File: src/hdl/image_region_thread_split_macros.svh
// Assertion macros shared by the image region thread split RTL.
`ifndef IMAGE_REGION_THREAD_SPLIT_MACROS_SVH
`define IMAGE_REGION_THREAD_SPLIT_MACROS_SVH

// Same-cycle implication, checked on every rising edge outside reset.
`define IRTS_ASSERT_NOW(lbl, ante, cons, msg) \
  lbl: assert property (@(posedge clk) disable iff (!rst_n) (ante) |-> (cons)) \
    else $error(msg);

// Next-cycle implication.
`define IRTS_ASSERT_NEXT(lbl, ante, cons, msg) \
  lbl: assert property (@(posedge clk) disable iff (!rst_n) (ante) |=> (cons)) \
    else $error(msg);

`endif

File: src/hdl/irts_pkg.sv
// Shared constants and types for the image region thread split block.
package irts_pkg;

  localparam int DEF_MAX_THREADS = 8;
  localparam int DEF_DIM_BITS    = 12;

  localparam int TC_FIELD_W  = 4;
  localparam int STRIDE_W    = 4;
  localparam int OUT_FIELD_W = 13;
  localparam int OUT_RAW_W   = 4 * OUT_FIELD_W;
  localparam int OUT_DATA_W  = ((OUT_RAW_W + 7) / 8) * 8;

  // status from the serial divider back to the sequencer
  typedef struct packed {
    logic busy;
    logic done;
  } div_stat_t;

endpackage

File: src/hdl/irts_divider.sv
// Restoring divider, one quotient bit per cycle, shared by all divisions.
module irts_divider #(
  parameter int W = irts_pkg::DEF_DIM_BITS + 1
) (
  input  logic              clk,
  input  logic              rst_n,
  input  logic              start,
  input  logic [W-1:0]      dividend,
  input  logic [W-1:0]      divisor,
  output logic [W-1:0]      quot,
  output logic [W-1:0]      rem,
  output irts_pkg::div_stat_t stat
);

  localparam int CNT_W = $clog2(W);

  logic [W-1:0]     dvd_r, dvd_nxt;
  logic [W-1:0]     dvs_r;
  logic [W-1:0]     rem_r, rem_nxt;
  logic [CNT_W-1:0] cnt_r;
  logic             busy_r, done_r;
  logic [W:0]       trial;
  logic [W:0]       diff;
  logic             qbit;

  always_comb begin
    trial = {rem_r, dvd_r[W-1]};
    diff  = trial - {1'b0, dvs_r};
    qbit  = (trial >= {1'b0, dvs_r});
    rem_nxt = qbit ? diff[W-1:0] : trial[W-1:0];
    dvd_nxt = {dvd_r[W-2:0], qbit};
  end

  always_ff @(posedge clk) begin
    if (!rst_n) begin
      busy_r <= 1'b0;
      done_r <= 1'b0;
      cnt_r  <= '0;
    end else if (start) begin
      dvd_r  <= dividend;
      dvs_r  <= divisor;
      rem_r  <= '0;
      cnt_r  <= '0;
      busy_r <= 1'b1;
      done_r <= 1'b0;
    end else if (busy_r) begin
      dvd_r <= dvd_nxt;
      rem_r <= rem_nxt;
      cnt_r <= cnt_r + 1'b1;
      if (cnt_r == CNT_W'(W - 1)) begin
        busy_r <= 1'b0;
        done_r <= 1'b1;
      end
    end else begin
      done_r <= 1'b0;
    end
  end

  assign quot      = dvd_r;
  assign rem       = rem_r;
  assign stat.busy = busy_r;
  assign stat.done = done_r;

endmodule

File: src/hdl/image_region_thread_split.sv
// Splits an image into per-thread regions under a sequencer around one divider.
// All divisions run one at a time on the shared divider: height, width, then both by thread count.
// Each region then takes its own share division and an adjust step before out_tvalid rises;
// a further region starts only after the previous one is taken, and a new request only when idle.
// Synchronous active-low reset returns the sequencer to idle with no item pending.
`include "image_region_thread_split_macros.svh"

module image_region_thread_split #(
  parameter int MAX_THREADS = irts_pkg::DEF_MAX_THREADS,
  parameter int DIM_BITS    = irts_pkg::DEF_DIM_BITS,
  localparam int IN_RAW_W   = irts_pkg::TC_FIELD_W + 4 * DIM_BITS
                              + 2 * irts_pkg::STRIDE_W,
  localparam int IN_DATA_W  = ((IN_RAW_W + 7) / 8) * 8
) (
  input  logic                            clk,
  input  logic                            rst_n,
  input  logic                            in_tvalid,
  output logic                            in_tready,
  // thread_count, image_height, image_width, row_offset, col_offset,
  // row_stride, col_stride (lowest bits first), zero padded
  input  logic [IN_DATA_W-1:0]            in_tdata,
  output logic                            out_tvalid,
  input  logic                            out_tready,
  // top_row, left_col, row_count, col_count (lowest bits first), zero padded
  output logic [irts_pkg::OUT_DATA_W-1:0] out_tdata,
  output logic                            out_tlast
);

  localparam int TC_W   = $clog2(MAX_THREADS + 1);
  localparam int THR_W  = (TC_W > irts_pkg::TC_FIELD_W) ? TC_W : irts_pkg::TC_FIELD_W;
  localparam int MAX_W  = (DIM_BITS > THR_W) ? DIM_BITS : THR_W;
  localparam int DIV_W  = MAX_W + 1;
  localparam int SUM_W  = DIM_BITS + 3;
  localparam int OFW    = irts_pkg::OUT_FIELD_W;
  localparam int SW     = irts_pkg::STRIDE_W;
  localparam int TCF    = irts_pkg::TC_FIELD_W;

  localparam int H_LO   = TCF;
  localparam int W_LO   = H_LO + DIM_BITS;
  localparam int RO_LO  = W_LO + DIM_BITS;
  localparam int CO_LO  = RO_LO + DIM_BITS;
  localparam int RS_LO  = CO_LO + DIM_BITS;
  localparam int CS_LO  = RS_LO + SW;

  typedef enum logic [3:0] {
    S_IDLE, S_DH, S_DW, S_MH, S_MW, S_START, S_SH, S_ADJ, S_OUT
  } state_t;

  state_t              state_r, state_nxt;
  logic [THR_W-1:0]    thr_r, thr_nxt, i_r, i_nxt;
  logic [DIM_BITS-1:0] hgt_r, hgt_nxt, wid_r, wid_nxt;
  logic [DIM_BITS-1:0] roff_r, roff_nxt, coff_r, coff_nxt;
  logic [SW-1:0]       rstr_r, rstr_nxt, cstr_r, cstr_nxt;
  logic [DIM_BITS-1:0] ah_r, ah_nxt, aw_r, aw_nxt, remain_r, remain_nxt;
  logic                mh_zero_r, mh_zero_nxt, by_h_r, by_h_nxt;
  logic [SUM_W-1:0]    pos_r, pos_nxt, sc_r, sc_nxt;
  logic                last_r, last_nxt;
  logic [OFW-1:0]      top_r, top_nxt, left_r, left_nxt;
  logic [OFW-1:0]      rows_r, rows_nxt, cols_r, cols_nxt;
  logic                out_valid_r, out_valid_nxt;

  // divider hookup
  logic                div_start;
  logic [DIV_W-1:0]    div_dvd, div_dvs, div_quot, div_rem;
  irts_pkg::div_stat_t div_stat;

  // unpacked request fields
  logic [THR_W-1:0]    tc_ext, tc_fix;
  logic [SW-1:0]       rs_in, cs_in, rs_fix, cs_fix;

  // region working values
  logic [SW-1:0]       stride;
  logic [DIM_BITS-1:0] size, offset;
  logic                odd;
  logic [DIM_BITS-1:0] share;
  logic [DIM_BITS-1:0] remain_left;
  logic [DIM_BITS+SW-1:0] prod;
  logic [SUM_W-1:0]    pos_off, adj;

  irts_divider #(.W(DIV_W)) u_div (
    .clk      (clk),
    .rst_n    (rst_n),
    .start    (div_start),
    .dividend (div_dvd),
    .divisor  (div_dvs),
    .quot     (div_quot),
    .rem      (div_rem),
    .stat     (div_stat)
  );

  always_comb begin
    tc_ext = THR_W'(in_tdata[TCF-1:0]);
    if (tc_ext == '0) begin
      tc_fix = THR_W'(1);
    end else if (tc_ext > THR_W'(MAX_THREADS)) begin
      tc_fix = THR_W'(MAX_THREADS);
    end else begin
      tc_fix = tc_ext;
    end
    rs_in  = in_tdata[RS_LO +: SW];
    cs_in  = in_tdata[CS_LO +: SW];
    rs_fix = (rs_in == '0) ? SW'(1) : rs_in;
    cs_fix = (cs_in == '0) ? SW'(1) : cs_in;
  end

  always_comb begin
    stride      = by_h_r ? rstr_r : cstr_r;
    size        = by_h_r ? hgt_r  : wid_r;
    offset      = by_h_r ? roff_r : coff_r;
    odd         = size[0];  // size modulo two
    share       = div_quot[DIM_BITS-1:0];
    remain_left = remain_r - share;
    prod        = share * stride;
    pos_off     = pos_r + SUM_W'(offset);
    // a share reaching past an odd size gives back the extra line
    if (odd && (pos_off + sc_r > SUM_W'(size))) begin
      adj = sc_r - 1'b1;
    end else begin
      adj = sc_r;
    end
  end

  always_comb begin
    state_nxt     = state_r;
    thr_nxt       = thr_r;
    i_nxt         = i_r;
    hgt_nxt       = hgt_r;
    wid_nxt       = wid_r;
    roff_nxt      = roff_r;
    coff_nxt      = coff_r;
    rstr_nxt      = rstr_r;
    cstr_nxt      = cstr_r;
    ah_nxt        = ah_r;
    aw_nxt        = aw_r;
    remain_nxt    = remain_r;
    mh_zero_nxt   = mh_zero_r;
    by_h_nxt      = by_h_r;
    pos_nxt       = pos_r;
    sc_nxt        = sc_r;
    last_nxt      = last_r;
    top_nxt       = top_r;
    left_nxt      = left_r;
    rows_nxt      = rows_r;
    cols_nxt      = cols_r;
    out_valid_nxt = out_valid_r;
    div_start     = 1'b0;
    div_dvd       = '0;
    div_dvs       = '0;

    case (state_r)
      S_IDLE: begin
        if (in_tvalid) begin
          thr_nxt   = tc_fix;
          hgt_nxt   = in_tdata[H_LO +: DIM_BITS];
          wid_nxt   = in_tdata[W_LO +: DIM_BITS];
          roff_nxt  = in_tdata[RO_LO +: DIM_BITS];
          coff_nxt  = in_tdata[CO_LO +: DIM_BITS];
          rstr_nxt  = rs_fix;
          cstr_nxt  = cs_fix;
          div_start = 1'b1;
          div_dvd   = DIV_W'(in_tdata[H_LO +: DIM_BITS]);
          div_dvs   = DIV_W'(rs_fix);
          state_nxt = S_DH;
        end
      end
      S_DH: begin
        if (div_stat.done) begin
          ah_nxt    = div_quot[DIM_BITS-1:0];
          div_start = 1'b1;
          div_dvd   = DIV_W'(wid_r);
          div_dvs   = DIV_W'(cstr_r);
          state_nxt = S_DW;
        end
      end
      S_DW: begin
        if (div_stat.done) begin
          aw_nxt    = div_quot[DIM_BITS-1:0];
          div_start = 1'b1;
          div_dvd   = DIV_W'(ah_r);
          div_dvs   = DIV_W'(thr_r);
          state_nxt = S_MH;
        end
      end
      S_MH: begin
        if (div_stat.done) begin
          mh_zero_nxt = (div_rem == '0);
          div_start   = 1'b1;
          div_dvd     = DIV_W'(aw_r);
          div_dvs     = DIV_W'(thr_r);
          state_nxt   = S_MW;
        end
      end
      S_MW: begin
        if (div_stat.done) begin
          if (mh_zero_r) begin
            by_h_nxt = 1'b1;
          end else if (div_rem == '0) begin
            by_h_nxt = 1'b0;
          end else begin
            by_h_nxt = (ah_r > aw_r);
          end
          remain_nxt = by_h_nxt ? ah_r : aw_r;
          i_nxt      = thr_r;
          pos_nxt    = '0;
          state_nxt  = S_START;
        end
      end
      S_START: begin
        // an empty chosen dimension ends the request with no region
        if (remain_r == '0) begin
          state_nxt = S_IDLE;
        end else begin
          div_start = 1'b1;
          div_dvd   = DIV_W'(remain_r) + DIV_W'(i_r) - 1'b1;
          div_dvs   = DIV_W'(i_r);
          state_nxt = S_SH;
        end
      end
      S_SH: begin
        if (div_stat.done) begin
          remain_nxt = remain_left;
          i_nxt      = i_r - 1'b1;
          last_nxt   = (remain_left == '0);
          sc_nxt     = SUM_W'(prod) + SUM_W'(odd && (remain_left == '0));
          state_nxt  = S_ADJ;
        end
      end
      S_ADJ: begin
        top_nxt       = by_h_r ? OFW'(pos_off) : '0;
        left_nxt      = by_h_r ? '0 : OFW'(pos_off);
        rows_nxt      = by_h_r ? OFW'(adj) : OFW'(hgt_r);
        cols_nxt      = by_h_r ? OFW'(wid_r) : OFW'(adj);
        pos_nxt       = pos_r + adj;
        out_valid_nxt = 1'b1;
        state_nxt     = S_OUT;
      end
      S_OUT: begin
        if (out_tready) begin
          out_valid_nxt = 1'b0;
          state_nxt     = last_r ? S_IDLE : S_START;
        end
      end
      default: begin
        state_nxt     = S_IDLE;
        out_valid_nxt = 1'b0;
      end
    endcase
  end

  always_ff @(posedge clk) begin
    if (!rst_n) begin
      state_r     <= S_IDLE;
      out_valid_r <= 1'b0;
    end else begin
      state_r     <= state_nxt;
      out_valid_r <= out_valid_nxt;
    end
    thr_r     <= thr_nxt;
    i_r       <= i_nxt;
    hgt_r     <= hgt_nxt;
    wid_r     <= wid_nxt;
    roff_r    <= roff_nxt;
    coff_r    <= coff_nxt;
    rstr_r    <= rstr_nxt;
    cstr_r    <= cstr_nxt;
    ah_r      <= ah_nxt;
    aw_r      <= aw_nxt;
    remain_r  <= remain_nxt;
    mh_zero_r <= mh_zero_nxt;
    by_h_r    <= by_h_nxt;
    pos_r     <= pos_nxt;
    sc_r      <= sc_nxt;
    last_r    <= last_nxt;
    top_r     <= top_nxt;
    left_r    <= left_nxt;
    rows_r    <= rows_nxt;
    cols_r    <= cols_nxt;
  end

  assign in_tready  = (state_r == S_IDLE);
  assign out_tvalid = out_valid_r;
  assign out_tlast  = last_r;
  assign out_tdata  = {(irts_pkg::OUT_DATA_W - irts_pkg::OUT_RAW_W)'(0),
                       cols_r, rows_r, left_r, top_r};

  `IRTS_ASSERT_NOW(a_no_in_while_out, out_tvalid, !in_tready,
                   "input taken while a region is pending")
  `IRTS_ASSERT_NOW(a_div_start_free, div_start, !div_stat.busy,
                   "divider restarted while busy")
  `IRTS_ASSERT_NEXT(a_accept_starts_div, in_tvalid && in_tready,
                    state_r == S_DH && div_stat.busy,
                    "accepted item did not start the height division")
  `IRTS_ASSERT_NOW(a_done_in_wait_state, div_stat.done,
                   state_r == S_DH || state_r == S_DW || state_r == S_MH ||
                   state_r == S_MW || state_r == S_SH,
                   "divider finished outside a waiting state")

endmodule

File: config.mk
export PLATFORM = sky130hd
export DESIGN_NAME = image_region_thread_split
export DESIGN_NICKNAME = d
export VERILOG_FILES = /design/src/hdl/irts_pkg.sv /design/src/hdl/irts_divider.sv /design/src/hdl/image_region_thread_split.sv
export VERILOG_INCLUDE_DIRS = /design/src /design/src/hdl
export SDC_FILE = /design/constraint.sdc
export NUM_CORES = 1
export LEC_CHECK = 0
export BUFFER_PORTS_ARGS = -buffer_cell sky130_fd_sc_hd__clkbuf_2
export CORE_UTILIZATION = 55
export DETAILED_ROUTE_END_ITERATION = 16
export GPL_TIMING_DRIVEN = 1
export HOLD_SLACK_MARGIN = 0.12
export PLACE_DENSITY = 0.72
export SYNTH_ARGS = -nofsm -noshare
export SYNTH_HDL_FRONTEND = slang
export SYNTH_SLANG_ARGS = --single-unit
File: constraint.sdc
create_clock -name clk -period 10.7 [get_ports clk]
set_clock_uncertainty 0.2 [all_clocks]
set_input_delay 0.535 -clock clk [delete_from_list [all_inputs] [get_ports clk]]
set_output_delay 0.535 -clock clk [all_outputs]
set_load 0.05 [all_outputs]
# ---- Yosys cells after proc, flatten, opt, wreduce, memory -nomap -nowiden
# Index checks and enable logic that the tools add are counted.
dict set report totals {
  input_bits 68
  out_inout_bits 59
  regBits 235
}
dict set report op_classes {
  muxes 55
  eq_ne 16
  addsub 11
  multipliers 1
  order_cmp 4
  n_bitwise 3
  n_reduce_logical 30
}
# op n
set ops {}
lappend ops {{12-bit two-way mux} 11}
lappend ops {{13-bit two-way mux} 5}
lappend ops {{13-bit case mux with 5 select lines} 1}
lappend ops {{4-bit two-way mux} 16}
lappend ops {{4-bit case mux with 9 select lines} 1}
lappend ops {{15-bit adder} 2}
lappend ops {{15-bit two-way mux} 2}
lappend ops {{15-bit case mux with 2 select lines} 1}
lappend ops {{12-bit zero test} 2}
lappend ops {{12-bit case mux with 2 select lines} 1}
lappend ops {{2-bit AND reduction} 10}
lappend ops {{4-bit by 3-bit equality test with 1-bit output, second input constant} 4}
lappend ops {{4-bit zero test} 4}
lappend ops {{4-bit case mux with 4 select lines} 1}
lappend ops {{15-bit by 1-bit adder with 15-bit output} 1}
lappend ops {{15-bit by 12-bit adder with 15-bit output} 1}
lappend ops {{15-bit by 12-bit > comparator with 1-bit output} 1}
lappend ops {{12-bit by 4-bit multiplier with 15-bit output} 1}
lappend ops {{15-bit by 1-bit subtractor with 15-bit output, second input constant} 1}
lappend ops {{14-bit by 13-bit greater-or-equal comparator with 1-bit output} 1}
lappend ops {{12-bit by 4-bit adder with 13-bit output} 1}
lappend ops {{13-bit zero test} 1}
lappend ops {{13-bit by 1-bit subtractor with 13-bit output, second input constant} 1}
lappend ops {{13-bit subtractor} 1}
lappend ops {{other kinds (22)} 49}

# ---- Logic depth before layout (Yosys ltp)
dict set report depth {
  depth_word 8
  mapped_depth 39
  depth_no_buf 36
}

# ---- Cells and area by module
# From an unflattened synthesis, not the netlist that was laid out.
dict set report hier_totals {
  cells_unflattened 1391
  hier_area_um2 15354.7
}
# mod cells_each area_per_inst_um2 seq_area_each_um2 instances
set modules_own_cells {}
lappend modules_own_cells {image_region_thread_split 1171 12854.8 5655.4 1}
lappend modules_own_cells {irts_divider 220 2499.9 1291.2 1}

# ---- Worst setup path before layout
# Ideal clock, no wire load.
dict set report synth_timing {
  path_kind {register -> register}
  startpoint {register by_h_r}
  endpoint {register pos_r[14] (data pin)}
  setup_slack_ns 2.726
  setup_time_ns 0.140
  period_less_slack_ns 7.974
  n_path_buf 3
  path_stages_with_launch 39
  t_arrival_ns 7.634
  cell_sequence {edfxtp_1 clkbuf_1 clkbuf_1 mux2_2 ha_1 fa_1 a211oi_1 nor2_1 o21a_1 nor2_1 xnor2_1 ha_1 or3_1 o21ai_0 o31ai_1 a21o_1 a21oi_1 xnor2_1 [3 not listed] o211ai_1 a32oi_1 a21oi_1 nand2_1 o21ai_2 buf_6 xnor2_1 ha_1 fa_1 a211oi_1 o21ai_0 a31o_2 a311oi_1 o41ai_1 a21oi_1 xnor2_1 or4_1 nand2_1}
}
dict set report synth_via {
  elab_chain_cells 8
}
# item line_no
set synth_rtl {}
lappend synth_rtl {{start: declaration} image_region_thread_split.sv:55} ;# logic mh_zero_r, mh_zero_nxt, by_h_r, by_h_nxt;
lappend synth_rtl {{start signal: assignment} image_region_thread_split.sv:270} ;# by_h_r <= by_h_nxt;
lappend synth_rtl {{12-bit two-way mux} image_region_thread_split.sv:109} ;# offset = by_h_r ? roff_r : coff_r;
lappend synth_rtl {{15-bit by 12-bit adder with 15-bit output} image_region_thread_split.sv:114} ;# pos_off = pos_r + SUM_W'(offset);
lappend synth_rtl {{net pos_off[6]} image_region_thread_split.sv:78} ;# logic [SUM_W-1:0] pos_off, adj;
lappend synth_rtl {{15-bit adder} image_region_thread_split.sv:116} ;# if (odd && (pos_off + sc_r > SUM_W'(size))) begin
lappend synth_rtl {{15-bit by 12-bit > comparator with 1-bit output} image_region_thread_split.sv:116}
lappend synth_rtl {{1-bit logical AND} image_region_thread_split.sv:116}
lappend synth_rtl {{15-bit two-way mux} image_region_thread_split.sv:116}
lappend synth_rtl {{15-bit adder} image_region_thread_split.sv:233} ;# pos_nxt = pos_r + adj;
lappend synth_rtl {{15-bit case mux with 2 select lines} image_region_thread_split.sv:150} ;# case (state_r)
lappend synth_rtl {{end signal: assignment} image_region_thread_split.sv:271} ;# pos_r <= pos_nxt;
lappend synth_rtl {{end: declaration} image_region_thread_split.sv:56} ;# logic [SUM_W-1:0] pos_r, pos_nxt, sc_r, sc_nxt;
# The timed path passes the listed nets, and every way through them passes these cells.
# A chain may end at the register's enable or synchronous reset.

# ---- Worst setup path in the final report
# Ends and elaborated chain as after synthesis.

==> reports/qor.yml <==
job:
  maxCapViolations: 0
status:
  status: "completed"
clock_tree:
  path_clk_slew_ns: 0.06
  htree_levels: 1
  cts_resized: 0
  post-cts-setup-buffers: 0
  clk_root_buffer_cell: "clkbuf_16"
  cts.path.max_buffers: 3
  insertion_delay_ns: 0.53
  cts_sinks: 226
  cts_buffers: 25
  cts_tree: "built"
routing:
  avgRoutedWirePerCell_um: 19.8
  drcViolationCount: 0
  final_antenna_net_count: 0
  wirelength_um: 36500
  num_vias: 10841
  first_pass_iters: 6
  via_per_inst: 5.88
  drtIter0Drc: 1036
grt:
  grt_usage_pct: 27.2
  grt_pass1_wl_um: 56300
  use_met3_pct: 3.49
  grt_overflow_total: 0
  antenna_found_initial: 0
  grt_max_degree: 77
  use_met2_pct: 47.7
  met1_usage_pct: 34.6
  grt-busiest-layer: "met2"
  grt_pass1_vias: 10477
synth:
  synth_ff_type: "edfxtp_1"
  yosysSeqAreaShare_pct: 45.7
  synth-edff-count: 215
  synthCells: 1317
  ys_types: 73
  synthArstFlopShare_pct: 0
  synth-seq-cells: 226
  syn_area_mm2: 0.0146
  ys_warn_count: 0
  syn_area_per_cell_um2: 11.1
timing:
  max_slew_margin_pct: 17.9
  rsz0062_at_grt: "false"
  setup_viol: 0
  timing.final.crit_share_pct: 85.5
  tightest_slew_ns: 1.22
  drv_slew: 0
  clock.fmax_mhz: 109
  setup_tns_ns: 0
  holdWs_ns: 0.149
  fin_crit_ns: 9.14
  hold_viol: 0
floorplanning:
  core_mm2: 0.0261
  die_area_mm2: 0.0272
  chipWidth_um: 165
  io-pin-count: 127
  die_h_um: 165
  start_util_pct: 56.0
  num_rows: 59
cells_and_area:
  fill_cells: 1987
  num-nets-final: 1708
  syn2layout_area_growth_pct: 15.8
  final_cell_mix: "edfxtp_1, ha_1, clkbuf_2, inv_1, nor2_1"
  diodes: 0
  final_layout_size_suffix_gt1_share_pct: 15.4
  final_common_cell: "edfxtp_1"
hold_path:
  hold_path_class: "input pin to flip-flop"
power:
  peakVddDrop_uv: 184
  total_power_mw: 4.03
  leakagePower_nw: 6.98
  power_per_cell_area_mw_per_mm2: 239
placement:
  io_buffers: 118
  routabilityCongestion: 0.914
  dp.final_hpwl_um: 27300
worst_setup_path:
  end_kind: "flip-flop"
  critPathRequiredTime_ns: 10.89
  max_stage_delay_ns: 0.77
  crit_arrival_ns: 9.33
  slowest_stage: "edfxtp_1"
  cp_max_fo: 13
  crit_type: "flip-flop to flip-flop"
  critPathLaunchType: "flip-flop"
  rrSetupSlack_ns: 1.56
==> critical path: cells and delay by family, from the launching register on <==
kind            cells  cell delay (ns)
compound gates     16             3.31
fa+ha+maj           6             2.00
simple gates        8             1.45
xor+xnor            4             0.83
flops               1             0.77
mux                 1             0.42
==> sequential cells by signal, summed over array words and instances (netlist names), 4 cells and up <==
register	count
thr_r	4
u_div.rem	13
rows_r	13
roff_r	12
u_div.quot	13
cols_r	13
u_div.dvs_r	4
sc_r	15
coff_r	12
top_r	13
i_r	4
hgt_r	12
wid_r	12
cstr_r	4
u_div.cnt_r	4
remain_r	12
pos_r	15
left_r	13
aw_r	12
rstr_r	4
ah_r	12
state_r	4
==> routing by layer <==
metal | vias to the layer above | part of all wire [%]
met4 | 0 | 2.9
met3 | 59 | 6.7
met2 | 416 | 50
met5 | - | 0
li1 | 5169 | -
met1 | 5197 | 41
==> per-stage QoR <==
step	cells	util (%)	worst slack [ns]	instance area [um^2]
floorplan	1320	-	2.73	14600
global placement	1738	59.6	1.61	15500
detailed placement	1738	59.6	1.58	15500
CTS	1844	64.9	1.53	16900
global route	1844	64.9	1.05	16900
finish	1844	64.9	1.56	16900
==> final timing paths <==
| kind | from | to | depth (start not counted) |
|---|---|---|---|
| worst max-delay path | by_h_r | pos_r[14] | 35 |
| worst min-delay path | rst_n | u_div.cnt_r[3] | 3 |
| worst max register to register | by_h_r | pos_r[14] | 35 |
| worst min register to register | out_tvalid | out_tvalid | 2 |
==> final cells by class <==
class,count,area (um^2),area share [%]
Clock inverter,18,129,0.762
Timing Repair Buffer,189,1280,7.55
Clock buffer,27,633,3.75
Inverter,107,402,2.38
Sequential cell,226,6680,39.5
Tap cell,335,419,2.48
Multi-Input combinational cell,942,7370,43.6
==> cell families (layout without fill, tap and decap cells) <==
logic type / Yosys count / after routing / share of synthesized area [%]
flip-flops: 226 / 226 / 45.7
AO/OA/AOI/OAI: 256 / 256 / 12.4
adder cells (fa/ha/maj): 149 / 149 / 14.1
AND/OR/NAND/NOR: 370 / 370 / 12.6
buffers and inverters: 152 / 341 / 4.07
multiplexers: 80 / 80 / 5.87
XOR/XNOR: 83 / 83 / 5.19
other: 1 / 4 / 0.0257
==> Yosys cell counts (8+ instances only) <==
| library cell | number | area share [%] |
|---|---|---|
| nor3_1 | 34 | 1.2 |
| xor2_1 | 32 | 1.9 |
| clkbuf_1 | 38 | 0.98 |
| a222oi_1 | 16 | 1.1 |
| nand2_1 | 74 | 1.9 |
| o21a_1 | 18 | 0.93 |
| a211oi_1 | 17 | 0.87 |
| o211ai_1 | 8 | 0.41 |
| and2_1 | 41 | 1.8 |
| o21bai_1 | 9 | 0.46 |
| a21oi_1 | 53 | 1.8 |
| a31oi_1 | 11 | 0.47 |
| mux2_2 | 45 | 3.5 |
| fa_1 | 26 | 3.6 |
| dfxtp_1 | 11 | 1.5 |
| nor4_1 | 9 | 0.39 |
| or2_2 | 12 | 0.51 |
| nor2_1 | 103 | 2.6 |
| edfxtp_1 | 215 | 44 |
| or3_1 | 19 | 0.81 |
| nand3_1 | 20 | 0.69 |
| o21ai_0 | 42 | 1.4 |
| a21o_1 | 21 | 1.1 |
| xnor2_1 | 49 | 2.9 |
| nand2b_1 | 11 | 0.47 |
| ha_1 | 123 | 11 |
| nor2b_1 | 18 | 0.77 |
| and3_1 | 8 | 0.34 |
| mux2i_1 | 35 | 2.4 |
| inv_1 | 106 | 2.7 |
==> where the power goes <==
part	internal (mW)	leakage [nW]	switching [mW]
registers	1.22	2.05	0.125
clock network	0.471	0.363	0.347
logic	0.794	4.57	1.08
total	2.48	6.98	1.55
==> timing repair <==
item | in CTS | in global routing
hold buffers | 61 | 0
hold endpoints to repair | 61 | 0
endpoints found under the setup margin | 0 | 0
Power figures use the tool's default switching activity.
